File: src/rtl/core/wcsr_pkg.sv
`timescale 1ns / 1ps
package wcsr_pkg;

  localparam int unsigned MAX_WIDTH = 4096;
  localparam int unsigned BPP_SHIFT = 2;   // 4 bytes per pixel

  // configuration register indexes
  localparam logic [2:0] REG_CANVAS_WIDTH  = 3'd0;
  localparam logic [2:0] REG_CANVAS_HEIGHT = 3'd1;
  localparam logic [2:0] REG_SAMPLE_FORMAT = 3'd2;
  localparam logic [2:0] REG_VALID_BITS    = 3'd3;
  localparam logic [2:0] REG_COLOR_SELECT  = 3'd4;
  localparam logic [2:0] REG_SCALE_RECIP   = 3'd5;

  // sample formats
  localparam logic [2:0] FMT_U8  = 3'd0;
  localparam logic [2:0] FMT_S8  = 3'd1;
  localparam logic [2:0] FMT_U16 = 3'd2;
  localparam logic [2:0] FMT_S16 = 3'd3;
  localparam logic [2:0] FMT_S32 = 3'd4;

  localparam logic [2:0] COLOR_YELLOW = 3'd0;
  localparam logic [2:0] COLOR_GREEN  = 3'd1;
  localparam logic [2:0] COLOR_RED    = 3'd2;
  localparam logic [2:0] COLOR_BLUE   = 3'd3;
  localparam logic [2:0] COLOR_WHITE  = 3'd4;

  typedef struct packed {
    logic [12:0] canvas_width;
    logic [12:0] canvas_height;
    logic [2:0]  sample_format;
    logic [4:0]  valid_bits;
    logic [2:0]  color_select;
    logic [16:0] scale_reciprocal;
  } wcsr_cfg_t;

  typedef struct packed {
    logic [7:0] level;
    logic       first;
  } wcsr_level_t;

  typedef struct packed {
    logic [11:0] col;
    logic [11:0] top;
    logic [11:0] bottom;
  } wcsr_span_t;

  function automatic logic [31:0] color_word(input logic [2:0] sel);
    logic [31:0] c;
    case (sel)
      COLOR_YELLOW: c = 32'hff00ff00;
      COLOR_GREEN:  c = 32'h0f0f0f0f;
      COLOR_RED:    c = 32'hf0f0f0f0;
      COLOR_BLUE:   c = 32'h00ff00ff;
      default:      c = 32'hffffffff;
    endcase
    return c;
  endfunction

  // row of a level; clamps to 0 when the canvas is shorter than the level
  function automatic logic [11:0] row_of(input logic [7:0] level, input logic [12:0] height);
    logic [12:0] hm1;
    logic [12:0] diff;
    logic [11:0] r;
    hm1  = height - 13'd1;
    diff = hm1 - {5'd0, level};
    if (height == 13'd0 || hm1 < {5'd0, level}) begin
      r = 12'd0;
    end else begin
      r = diff[12:1];
    end
    return r;
  endfunction

endpackage

File: src/rtl/core/wcsr_level.sv
`timescale 1ns / 1ps
module wcsr_level import wcsr_pkg::*; (
  input  logic        clk,
  input  logic        rst_n,
  input  wcsr_cfg_t   cfg,
  input  logic        in_valid,
  output logic        in_ready,
  input  logic [31:0] in_raw,
  input  logic        in_first,
  output logic        lvl_valid,
  input  logic        lvl_ready,
  output wcsr_level_t lvl
);

  logic        s1_valid_r, s1_valid_nxt;
  logic [31:0] s1_value_r;
  logic        s1_first_r;
  logic        s2_valid_r, s2_valid_nxt;
  logic [7:0]  s2_level_r;
  logic        s2_first_r;

  logic        s1_ready, s2_ready;
  logic [31:0] fmt_mask, offset, masked, value;
  logic [4:0]  shift;
  logic        is_signed;
  logic [48:0] prod;
  logic [7:0]  level;

  assign s2_ready = !s2_valid_r || lvl_ready;
  assign s1_ready = !s1_valid_r || s2_ready;
  assign in_ready = s1_ready;

  always_comb begin
    case (cfg.sample_format)
      FMT_U8, FMT_S8:   fmt_mask = 32'h0000_00ff;
      FMT_U16, FMT_S16: fmt_mask = 32'h0000_ffff;
      default:          fmt_mask = 32'hffff_ffff;
    endcase
    is_signed = (cfg.sample_format == FMT_S8) || (cfg.sample_format == FMT_S16) ||
                (cfg.sample_format == FMT_S32);
    shift  = cfg.valid_bits - 5'd1;
    offset = 32'd1 << shift;
    masked = in_raw & fmt_mask;
    if (is_signed && cfg.valid_bits != 5'd0) begin
      value = (masked + offset) & fmt_mask;
    end else begin
      value = masked;
    end
  end

  // Q1.16 scale, saturate to 8 bits
  always_comb begin
    prod = 49'(s1_value_r) * 49'(cfg.scale_reciprocal);
    if (prod[48:24] != 25'd0) begin
      level = 8'hff;
    end else begin
      level = prod[23:16];
    end
  end

  always_comb begin
    s1_valid_nxt = s1_valid_r;
    if (s1_ready) s1_valid_nxt = in_valid;
    s2_valid_nxt = s2_valid_r;
    if (s2_ready) s2_valid_nxt = s1_valid_r;
  end

  always_ff @(posedge clk) begin
    if (!rst_n) begin
      s1_valid_r <= 1'b0;
      s2_valid_r <= 1'b0;
    end else begin
      s1_valid_r <= s1_valid_nxt;
      s2_valid_r <= s2_valid_nxt;
    end
  end

  always_ff @(posedge clk) begin
    if (s1_ready && in_valid) begin
      s1_value_r <= value;
      s1_first_r <= in_first;
    end
    if (s2_ready && s1_valid_r) begin
      s2_level_r <= level;
      s2_first_r <= s1_first_r;
    end
  end

  assign lvl_valid = s2_valid_r;
  assign lvl.level = s2_level_r;
  assign lvl.first = s2_first_r;

  a_s1_hold: assert property (@(posedge clk) disable iff (!rst_n)
    s1_valid_r && !s2_ready |=> s1_valid_r && $stable(s1_value_r) && $stable(s1_first_r))
    else $error("stage 1 lost or changed a held sample");

  a_s2_hold: assert property (@(posedge clk) disable iff (!rst_n)
    s2_valid_r && !lvl_ready |=> s2_valid_r && $stable(s2_level_r))
    else $error("stage 2 lost or changed a held level");

endmodule

File: src/rtl/core/wcsr_span.sv
`timescale 1ns / 1ps
module wcsr_span import wcsr_pkg::*; (
  input  logic        clk,
  input  logic        rst_n,
  input  wcsr_cfg_t   cfg,
  input  logic        lvl_valid,
  output logic        lvl_ready,
  input  wcsr_level_t lvl,
  output logic        span_valid,
  input  logic        span_ready,
  output wcsr_span_t  span
);

  logic [7:0]  prev_level_r;
  logic [11:0] col_cnt_r, col_cnt_nxt;
  logic        s3_valid_r, s3_valid_nxt;
  wcsr_span_t  s3_r;

  logic        take, emit;
  logic [7:0]  last, hi, lo;
  logic [11:0] col_cur, limit;
  logic [12:0] w_lim;
  wcsr_span_t  span_nxt;

  assign lvl_ready = !s3_valid_r || span_ready;
  assign take      = lvl_valid && lvl_ready;

  always_comb begin
    last    = lvl.first ? lvl.level : prev_level_r;
    col_cur = lvl.first ? 12'd0 : col_cnt_r;
    w_lim   = (cfg.canvas_width > 13'(MAX_WIDTH)) ? 13'(MAX_WIDTH) : cfg.canvas_width;
    limit   = w_lim[12:1];
    emit    = col_cur < limit;
    hi      = (lvl.level >= last) ? lvl.level : last;
    lo      = (lvl.level >= last) ? last : lvl.level;
    span_nxt.col    = col_cur;
    span_nxt.top    = row_of(hi, cfg.canvas_height);
    span_nxt.bottom = row_of(lo, cfg.canvas_height);
    col_cnt_nxt = emit ? col_cur + 12'd1 : col_cur;
    s3_valid_nxt = s3_valid_r;
    if (take) begin
      s3_valid_nxt = emit;
    end else if (span_ready) begin
      s3_valid_nxt = 1'b0;
    end
  end

  always_ff @(posedge clk) begin
    if (!rst_n) begin
      prev_level_r <= 8'd0;
      col_cnt_r    <= 12'd0;
      s3_valid_r   <= 1'b0;
    end else begin
      s3_valid_r <= s3_valid_nxt;
      if (take) begin
        prev_level_r <= lvl.level;
        col_cnt_r    <= col_cnt_nxt;
      end
    end
  end

  always_ff @(posedge clk) begin
    if (take) s3_r <= span_nxt;
  end

  assign span_valid = s3_valid_r;
  assign span       = s3_r;

  a_top_above: assert property (@(posedge clk) disable iff (!rst_n)
    take && emit |=> s3_r.top <= s3_r.bottom)
    else $error("span top row below bottom row");

  a_first_col: assert property (@(posedge clk) disable iff (!rst_n)
    take && lvl.first && limit != 12'd0 |=> s3_valid_r && s3_r.col == 12'd0)
    else $error("first sample did not restart at column 0");

endmodule

File: src/rtl/core/wcsr_addr.sv
`timescale 1ns / 1ps
module wcsr_addr import wcsr_pkg::*; (
  input  logic        clk,
  input  logic        rst_n,
  input  wcsr_cfg_t   cfg,
  input  logic        span_valid,
  output logic        span_ready,
  input  wcsr_span_t  span,
  output logic        out_valid,
  input  logic        out_ready,
  output logic [95:0] out_data
);

  logic        out_valid_r, out_valid_nxt;
  logic [95:0] out_data_r, out_data_nxt;
  logic [24:0] prod;
  logic [25:0] lin, addr;

  assign span_ready = !out_valid_r || out_ready;

  always_comb begin
    prod = 25'(span.top) * 25'(cfg.canvas_width);
    lin  = 26'(prod) + 26'(span.col);
    addr = lin << BPP_SHIFT;
    out_data_nxt = {5'd0, color_word(cfg.color_select), addr,
                    span.bottom[10:0], span.top[10:0], span.col[10:0]};
    out_valid_nxt = out_valid_r;
    if (span_ready) out_valid_nxt = span_valid;
  end

  always_ff @(posedge clk) begin
    if (!rst_n) begin
      out_valid_r <= 1'b0;
    end else begin
      out_valid_r <= out_valid_nxt;
    end
  end

  always_ff @(posedge clk) begin
    if (span_valid && span_ready) out_data_r <= out_data_nxt;
  end

  assign out_valid = out_valid_r;
  assign out_data  = out_data_r;

  a_span_drain: assert property (@(posedge clk) disable iff (!rst_n)
    span_valid && span_ready |=> out_valid_r)
    else $error("span transfer did not load the output register");

endmodule

File: src/rtl/core/waveform_column_span_renderer_top.sv
`timescale 1ns / 1ps
// Waveform column span renderer.
// in_*  : one raw sample per transfer. in_tdata = raw sample, in_tuser = first-sample
//         flag (restarts the trace at column 0, previous level taken as current).
// out_* : at most one span per sample: column, top and bottom row, byte address of
//         the top pixel and the color word. Samples past min(width, 4096)/2 columns
//         are consumed without a result.
// cfg_* : register writes (width, height, format, valid bits, color, reciprocal),
//         taken in the cycle cfg_we is high; write only while the block is idle.
// Throughput is one sample per clock while out_tready stays high. The stages run from
// the input transfer to out_tvalid: mask/offset, reciprocal multiply, level compare
// and rows, then the row-times-width multiply into the output register.
// Each stage holds its data while the next one is full, so out_tready low fills
// the pipe up to four samples before in_tready drops; bubbles close up.
// Reset (rst_n low, synchronous) empties the pipe, zeroes the previous level and
// the column count, and loads the register defaults.
module waveform_column_span_renderer_top import wcsr_pkg::*; (
  input  logic        clk,
  input  logic        rst_n,
  input  logic        cfg_we,
  input  logic [2:0]  cfg_index,
  input  logic [16:0] cfg_wdata,
  input  logic        in_tvalid,
  output logic        in_tready,
  input  logic [31:0] in_tdata,   // [31:0] raw_sample
  input  logic        in_tuser,   // [0] first_sample
  output logic        out_tvalid,
  input  logic        out_tready,
  // [10:0] column, [21:11] row_top, [32:22] row_bottom, [58:33] top_address,
  // [90:59] pixel_color, [95:91] zero
  output logic [95:0] out_tdata
);

  wcsr_cfg_t   cfg_r;
  logic        lvl_valid, lvl_ready, span_valid, span_ready;
  wcsr_level_t lvl;
  wcsr_span_t  span;

  always_ff @(posedge clk) begin
    if (!rst_n) begin
      cfg_r.canvas_width     <= 13'd1024;
      cfg_r.canvas_height    <= 13'd512;
      cfg_r.sample_format    <= FMT_U8;
      cfg_r.valid_bits       <= 5'd8;
      cfg_r.color_select     <= COLOR_WHITE;
      cfg_r.scale_reciprocal <= 17'd65536;
    end else if (cfg_we) begin
      case (cfg_index)
        REG_CANVAS_WIDTH:  cfg_r.canvas_width     <= cfg_wdata[12:0];
        REG_CANVAS_HEIGHT: cfg_r.canvas_height    <= cfg_wdata[12:0];
        REG_SAMPLE_FORMAT: cfg_r.sample_format    <= cfg_wdata[2:0];
        REG_VALID_BITS:    cfg_r.valid_bits       <= cfg_wdata[4:0];
        REG_COLOR_SELECT:  cfg_r.color_select     <= cfg_wdata[2:0];
        REG_SCALE_RECIP:   cfg_r.scale_reciprocal <= cfg_wdata;
        default: ;
      endcase
    end
  end

  wcsr_level u_level (
    .clk       (clk),
    .rst_n     (rst_n),
    .cfg       (cfg_r),
    .in_valid  (in_tvalid),
    .in_ready  (in_tready),
    .in_raw    (in_tdata),
    .in_first  (in_tuser),
    .lvl_valid (lvl_valid),
    .lvl_ready (lvl_ready),
    .lvl       (lvl)
  );

  wcsr_span u_span (
    .clk        (clk),
    .rst_n      (rst_n),
    .cfg        (cfg_r),
    .lvl_valid  (lvl_valid),
    .lvl_ready  (lvl_ready),
    .lvl        (lvl),
    .span_valid (span_valid),
    .span_ready (span_ready),
    .span       (span)
  );

  wcsr_addr u_addr (
    .clk        (clk),
    .rst_n      (rst_n),
    .cfg        (cfg_r),
    .span_valid (span_valid),
    .span_ready (span_ready),
    .span       (span),
    .out_valid  (out_tvalid),
    .out_ready  (out_tready),
    .out_data   (out_tdata)
  );

endmodule

File: config.mk
export PLATFORM = sky130hd
export DESIGN_NAME = waveform_column_span_renderer_top
export DESIGN_NICKNAME = d
export VERILOG_FILES = /design/src/rtl/core/wcsr_pkg.sv /design/src/rtl/core/wcsr_level.sv /design/src/rtl/core/wcsr_span.sv /design/src/rtl/core/wcsr_addr.sv /design/src/rtl/core/waveform_column_span_renderer_top.sv
export SDC_FILE = /design/constraint.sdc
export NUM_CORES = 2
export LEC_CHECK = 0
export ABC_AREA = 0
export BUFFER_PORTS_ARGS = -buffer_cell sky130_fd_sc_hd__buf_2
export CAP_MARGIN = 20
export CORE_MARGIN = 2
export CORE_UTILIZATION = 59
export CTS_BUF_LIST = sky130_fd_sc_hd__clkbuf_16
export DETAILED_ROUTE_END_ITERATION = 10
export GPL_ROUTABILITY_DRIVEN = 0
export GPL_TIMING_DRIVEN = 1
export PLACE_DENSITY_LB_ADDON = 0.12
export RECOVER_POWER = 100
export SETUP_SLACK_MARGIN = 0.4
export SYNTH_ARGS = -nofsm -noshare
export SYNTH_HDL_FRONTEND = slang
export SYNTH_SLANG_ARGS = --single-unit
File: constraint.sdc
create_clock -name clk -period 7.02 [get_ports clk]
set_input_delay 0.351 -clock clk [delete_from_list [all_inputs] [get_ports clk]]
set_output_delay 0.351 -clock clk [all_outputs]
set_load 0.01 [all_outputs]
**Word level (Yosys, flattened, before mapping)**

Index checks and enable logic that the tools add are counted.

- Flip-flop bits (word level): 244
- Bits of input ports: 58
- Output and inout port bits: 98
- Word-level logic and storage cells: 92

- Add/subtract/negate cells: 7
- Multipliers: 2
- Order comparisons: 5
- Equal/unequal tests: 12
- Shift-type cells: 1
- Multiplexer cells: 11
- Bitwise gates (word level): 2
- Reduce and logical (&&, ||, !) cells: 32

Operators by type and width:

| kind | count |
|---|---|
| case mux 32 bit (4 select lines) | 1 |
| bitwise AND 32 bit | 2 |
| case mux 32 bit (2 select lines) | 1 |
| multiplier 32 x 17 -> 49 bit | 1 |
| adder 32 bit | 1 |
| two-way mux 32 bit | 1 |
| << shifter 1 x 5 -> 32 bit (first input constant) | 1 |
| less-than comparator 13 x 8 -> 1 bit | 2 |
| nonzero test 25 bit | 1 |
| adder 24 x 12 -> 24 bit | 1 |
| multiplier 12 x 13 -> 24 bit | 1 |
| two-way mux 12 bit | 2 |
| two-way mux 8 bit | 3 |
| equality test 3 x 2 -> 1 bit (second input constant) | 6 |
| greater-than comparator 13 bit (second input constant) | 1 |
| zero test 13 bit | 1 |
| two-way mux 13 bit | 1 |
| subtractor 13 x 1 -> 13 bit (second input constant) | 1 |
| subtractor 13 x 8 -> 13 bit | 1 |
| adder 12 x 1 -> 12 bit (second input constant) | 1 |
| less-than comparator 12 bit | 1 |
| AND reduction 2 bit | 6 |
| subtractor 12 x 8 -> 12 bit | 1 |
| equality test 3 x 1 -> 1 bit (second input constant) | 3 |
| 11 further kinds | 31 |

**Logic depth before layout (Yosys ltp)**

- Word-level depth: 7
- Depth in mapped cells: 25
- Gate-level depth less buffers: 24

**Hierarchy**

From an unflattened synthesis, not the netlist that was laid out.

- Cell total of the unflattened synthesis: 3851
- Area total of the unflattened synthesis: 35173.7 um2

Modules (own cells, without submodules):

| module | instances | cells each | area an instance (um2) | sequential area each (um2) |
|---|---|---|---|---|
| wcsr_level | 1 | 2385 | 20986.4 | 1301.2 |
| wcsr_addr | 1 | 772 | 7764.9 | 1851.8 |
| wcsr_span | 1 | 491 | 4367.9 | 1501.4 |
| waveform_column_span_renderer_top | 1 | 203 | 2054.5 | 1081.0 |

**Least setup slack after synthesis**

OpenSTA, ideal clock, no wires.

- Path kind: register to register
- Start point: register u_level.s1_value_r[31]
- End point: register u_level.s2_level_r[0], data pin
- Setup time: 278 ps
- Data arrival time: 6342 ps
- Data required time: 6742 ps
- Setup slack: 400 ps
- Cell stages (with the launch flop): 24
- Path buffers: 1
- Period minus slack after synthesis: 6620 ps
- Path through: edfxtp_1 clkbuf_1 and2_1 fa_1 inv_1 fa_1 inv_1 fa_1 inv_1 fa_1 fa_1 fa_1 inv_1 ha_1 nand2_1 nor2_1 a221oi_4 a21oi_1 or3_1 a221oi_2 and3_1 o2111ai_2 a2111oi_4 nand3_1

- Cells in the longest elaborated chain, start to end: 2

RTL lines:

| what | RTL line | text |
|---|---|---|
| from (decl) | wcsr_level.sv:16 | `logic [31:0] s1_value_r;` |
| from (signal assigned) | wcsr_level.sv:80 | `s1_value_r <= value;` |
| multiplier 32 x 17 -> 49 bit | wcsr_level.sv:53 | `prod = 49'(s1_value_r) * 49'(cfg.scale_reciprocal);` |
| nonzero test 25 bit | wcsr_level.sv:54 | `if (prod[48:24] != 25'd0) begin` |
| to (signal assigned) | wcsr_level.sv:84 | `s2_level_r <= level;` |
| to (decl) | wcsr_level.sv:19 | `logic [7:0] s2_level_r;` |

No other way between the ends.
A chain may end at the register's enable or synchronous reset.

**Worst setup path after layout**

- Start point: register u_level.s1_value_r[22]
- End point: register u_level.s2_level_r[1], data pin

The elaborated chain is that of the path after synthesis.

==> reports/metrics.cfg <==
[outcome]
status = complete, but fails checks
violations = capacitance limit, slew limit

[setup_path]
required_ns = 7.32
critical_path_class = reg -> reg
path_cells = buf_4 -> buf_6 -> and2_4 -> fa_1 -> inv_1 -> fa_1 -> fa_1 -> fa_2 -> fa_2 -> fa_1 -> inv_2 -> ha_4 -> a21oi_4 -> o21bai_4 -> a221oi_4 -> clkbuf_4 -> buf_6 -> buf_6 -> o2111ai_4 -> a211oi_2 -> o2111ai_1 -> nor4_1 -> o2111a_2 -> nand3_2
cp-start-kind = flip-flop
cp.buffers_inverters = 7
crit_fanout = 8
max_stage_delay_ns = 0.60
worstPathArrival_ns = 7.05
cp_common_cell = fa_1
worst_path_max_delay_cell = fa_2
critPathTopFamily = adder cells
worstSetupEndpointType = flip-flop

[detailed_routing]
dr_total_vias = 27600
drcViolationCount = 0
routed_wl_microns = 97000
drtIter0Drc = 2259
vias_per_cell = 5.86
ant_nets = 0
wl_per_cell_microns = 20.6
drtPass1Iterations = 6

[synth]
synth_cells = 3729
synth-simple-area-share = 0.197
yosys.area_share.adder = 0.431
seq_area_frac_synth = 0.169
syn_avg_cell_area_sq_um = 9.08
synth_top_family_by_area = adder cells
synth_compound_gate_area_share = 0.0864
yosys.area.top_type = fa_1
async_reset_ff_frac = 0
synth_seq_cells = 216
synth_commonest_cells = nand2_1 (657), fa_1 (570), inv_1 (521)
netlist_top_cells_area = fa_1 (34%), edfxtp_1 (12%), ha_1 (9.4%)
synth.area.mux_share = 0.0103
synth_edf_count = 138
yosys.area.top_type_share = 0.337
ys_types = 82
yosysWarningCount = 0
synthFlopType = edfxtp_1
synth_most_common_cell = nand2_1
synth_xor_xnor_area_share = 0.0207
syn_area_sq_um = 33900

[timing]
final.setup.worst_slack_ns = 0.272
setup_violations = 0
max_freq_mhz = 148
slew_headroom = -1.35
min_period_ns = 6.75
rsz0062_at_grt = yes
skew_ns = 0.0137
final-max-slew-violation-count = 266
hold_violations = 0
worst_pin_slew_ns = 3.53
period_share = 0.961
fin_hold_ws_ns = 0.0271

[cts]
cts_sinks = 216
cts-root-buf = clkbuf_16
clock_latency_ns = 0.57
clockBufferDepth = 3
ctsHtreeMaxLevel = 1
cts_tree = built
numCtsBuffers = 26
clk_pin_slew_ns = 0.06

[floorplan]
core_area_sq_um = 56600
die_w_microns = 244
pin_count = 156
die_area_sq_um = 59300
rows = 87
initial_utilization = 0.598
die_h_microns = 244

[placement]
dp_hpwl_microns = 75000
postPlaceCellArea_sq_um = 35800
portBuffers = 148
pre_cts_ws_ns = -0.164

[grt]
grt_pass1_vias = 28700
grt_max_degree = 71
grt_antenna_before_repair = 4
grtUsageTotal = 0.330
grt_pass1_wl_microns = 154000
grt_overflow = 0

[layout]
fin_area_sq_um = 38300
drive_above_1_share = 0.127
fin_util = 0.677
fin_nets = 4813
areaGrowthSynthToFinish_pct = 13.2
fillCellCount = 4513

[worst_hold_path]
hp-class = in -> reg

[pwr]
power_w = 0.00447
vdd_drop_max_v = 0.000174
leakage_nw = 16.1
power_density_nw_per_um2 = 117

[job]
maxCapViolCount = 5

==> metrics by stage <==
step / instances / TNS (ns)
global placement: 4551 / -0.434
CTS: 4663 / 0
finish: 4707 / 0
global route: 4705 / 0
floorplan: 3735 / 0
detailed placement: 4551 / -1.03
==> cell usage in the layout (no fill, tap or decap), types with 42 or more instances in the layout <==
cell type    n
ha_1       227
fa_1       550
edfxtp_1   138
buf_4      166
nand3_1     49
inv_1      514
buf_2       54
nor2_1     133
o21ai_0     71
xnor2_1     42
dfxtp_1     71
a21oi_1    141
nand2_1    652
nor2b_1     42
a21o_1      42
and2_1     297
clkbuf_1   109
==> flip-flops by register name (all words and copies together) (netlist names), 8 cells and up <==
register / cells
u_span.prev_level_r: 8
u_level.s2_level_r: 8
cfg_r: 54
u_addr.out_data: 61
u_level.s1_value_r: 32
u_span.col_cnt_r: 12
u_span.span: 35
==> metal layers <==
metal | track usage | vias up | part of all wire
li1 | - | 12200 | -
met5 | 0 | - | 0
met1 | 0.431 | 13700 | 0.39
met4 | 0.109 | 0 | 0.043
met3 | 0.0584 | 293 | 0.087
met2 | 0.560 | 1329 | 0.48
==> kinds of logic (layout without fill, tap and decap cells) <==
kind of cell / Yosys count / after routing
compound gates: 445 / 445
fa+ha+maj: 825 / 825
xor+xnor: 80 / 80
flops: 216 / 216
mux: 34 / 34
other cells: 1 / 9
simple gates: 1391 / 1391
buf+inv: 737 / 951
==> worst register-to-register path, stage by stage, from the launching register on <==
cell and delay (ns):
edfxtp_1 0.53, buf_4 0.20, buf_6 0.12, and2_4 0.15
fa_1 0.49, inv_1 0.06, fa_1 0.52, fa_1 0.45
fa_2 0.60, fa_2 0.44, fa_1 0.53, inv_2 0.05
ha_4 0.23, a21oi_4 0.16, o21bai_4 0.10, a221oi_4 0.31
clkbuf_4 0.20, buf_6 0.08, buf_6 0.11, o2111ai_4 0.12
a211oi_2 0.17, o2111ai_1 0.13, nor4_1 0.25, o2111a_2 0.37
nand3_2 0.10
==> timing repair <==
item,in CTS,in global routing
pin swaps,59,71
setup buffers,61,41
endpoints found under the setup margin,8,9
cloned,2,1
resized for setup,97,117
hold buffers,2,0
hold endpoints to repair,2,0
==> worst paths after layout <==
kind / startpoint / endpoint / slack, ns / cells past startpoint
worst max-delay path: u_level.s1_value_r[22] / u_level.s2_level_r[1] / 0.27 / 24
worst min-delay path: cfg_wdata[13] / cfg_r[13] / 0.03 / 3
worst max register to register: u_level.s1_value_r[22] / u_level.s2_level_r[1] / 0.27 / 24
worst min register to register: u_span.span[9] / u_addr.out_data[31] / 0.42 / 0
==> power breakdown <==
group | switching (W) | leakage, nW | internal [W]
clock network | 0.000615 | 0.421 | 0.000781
registers | 0.0000464 | 1.90 | 0.00141
logic | 0.000944 | 13.8 | 0.000665
total | 0.00161 | 16.1 | 0.00286
==> cell type report <==
| cell class | count | area (sq um) | area share |
|---|---|---|---|
| Tap cell | 756 | 946 | 0.0247 |
| Multi-Input combinational cell | 2782 | 26100 | 0.680 |
| Timing Repair Buffer | 382 | 2760 | 0.0719 |
| Clock buffer | 27 | 676 | 0.0176 |
| Clock inverter | 20 | 183 | 0.00477 |
| Inverter | 522 | 1960 | 0.0511 |
| Sequential cell | 216 | 5720 | 0.149 |
| Antenna cell | 2 | 5.00 | 0.000131 |
(Power assumes the default switching activity.)
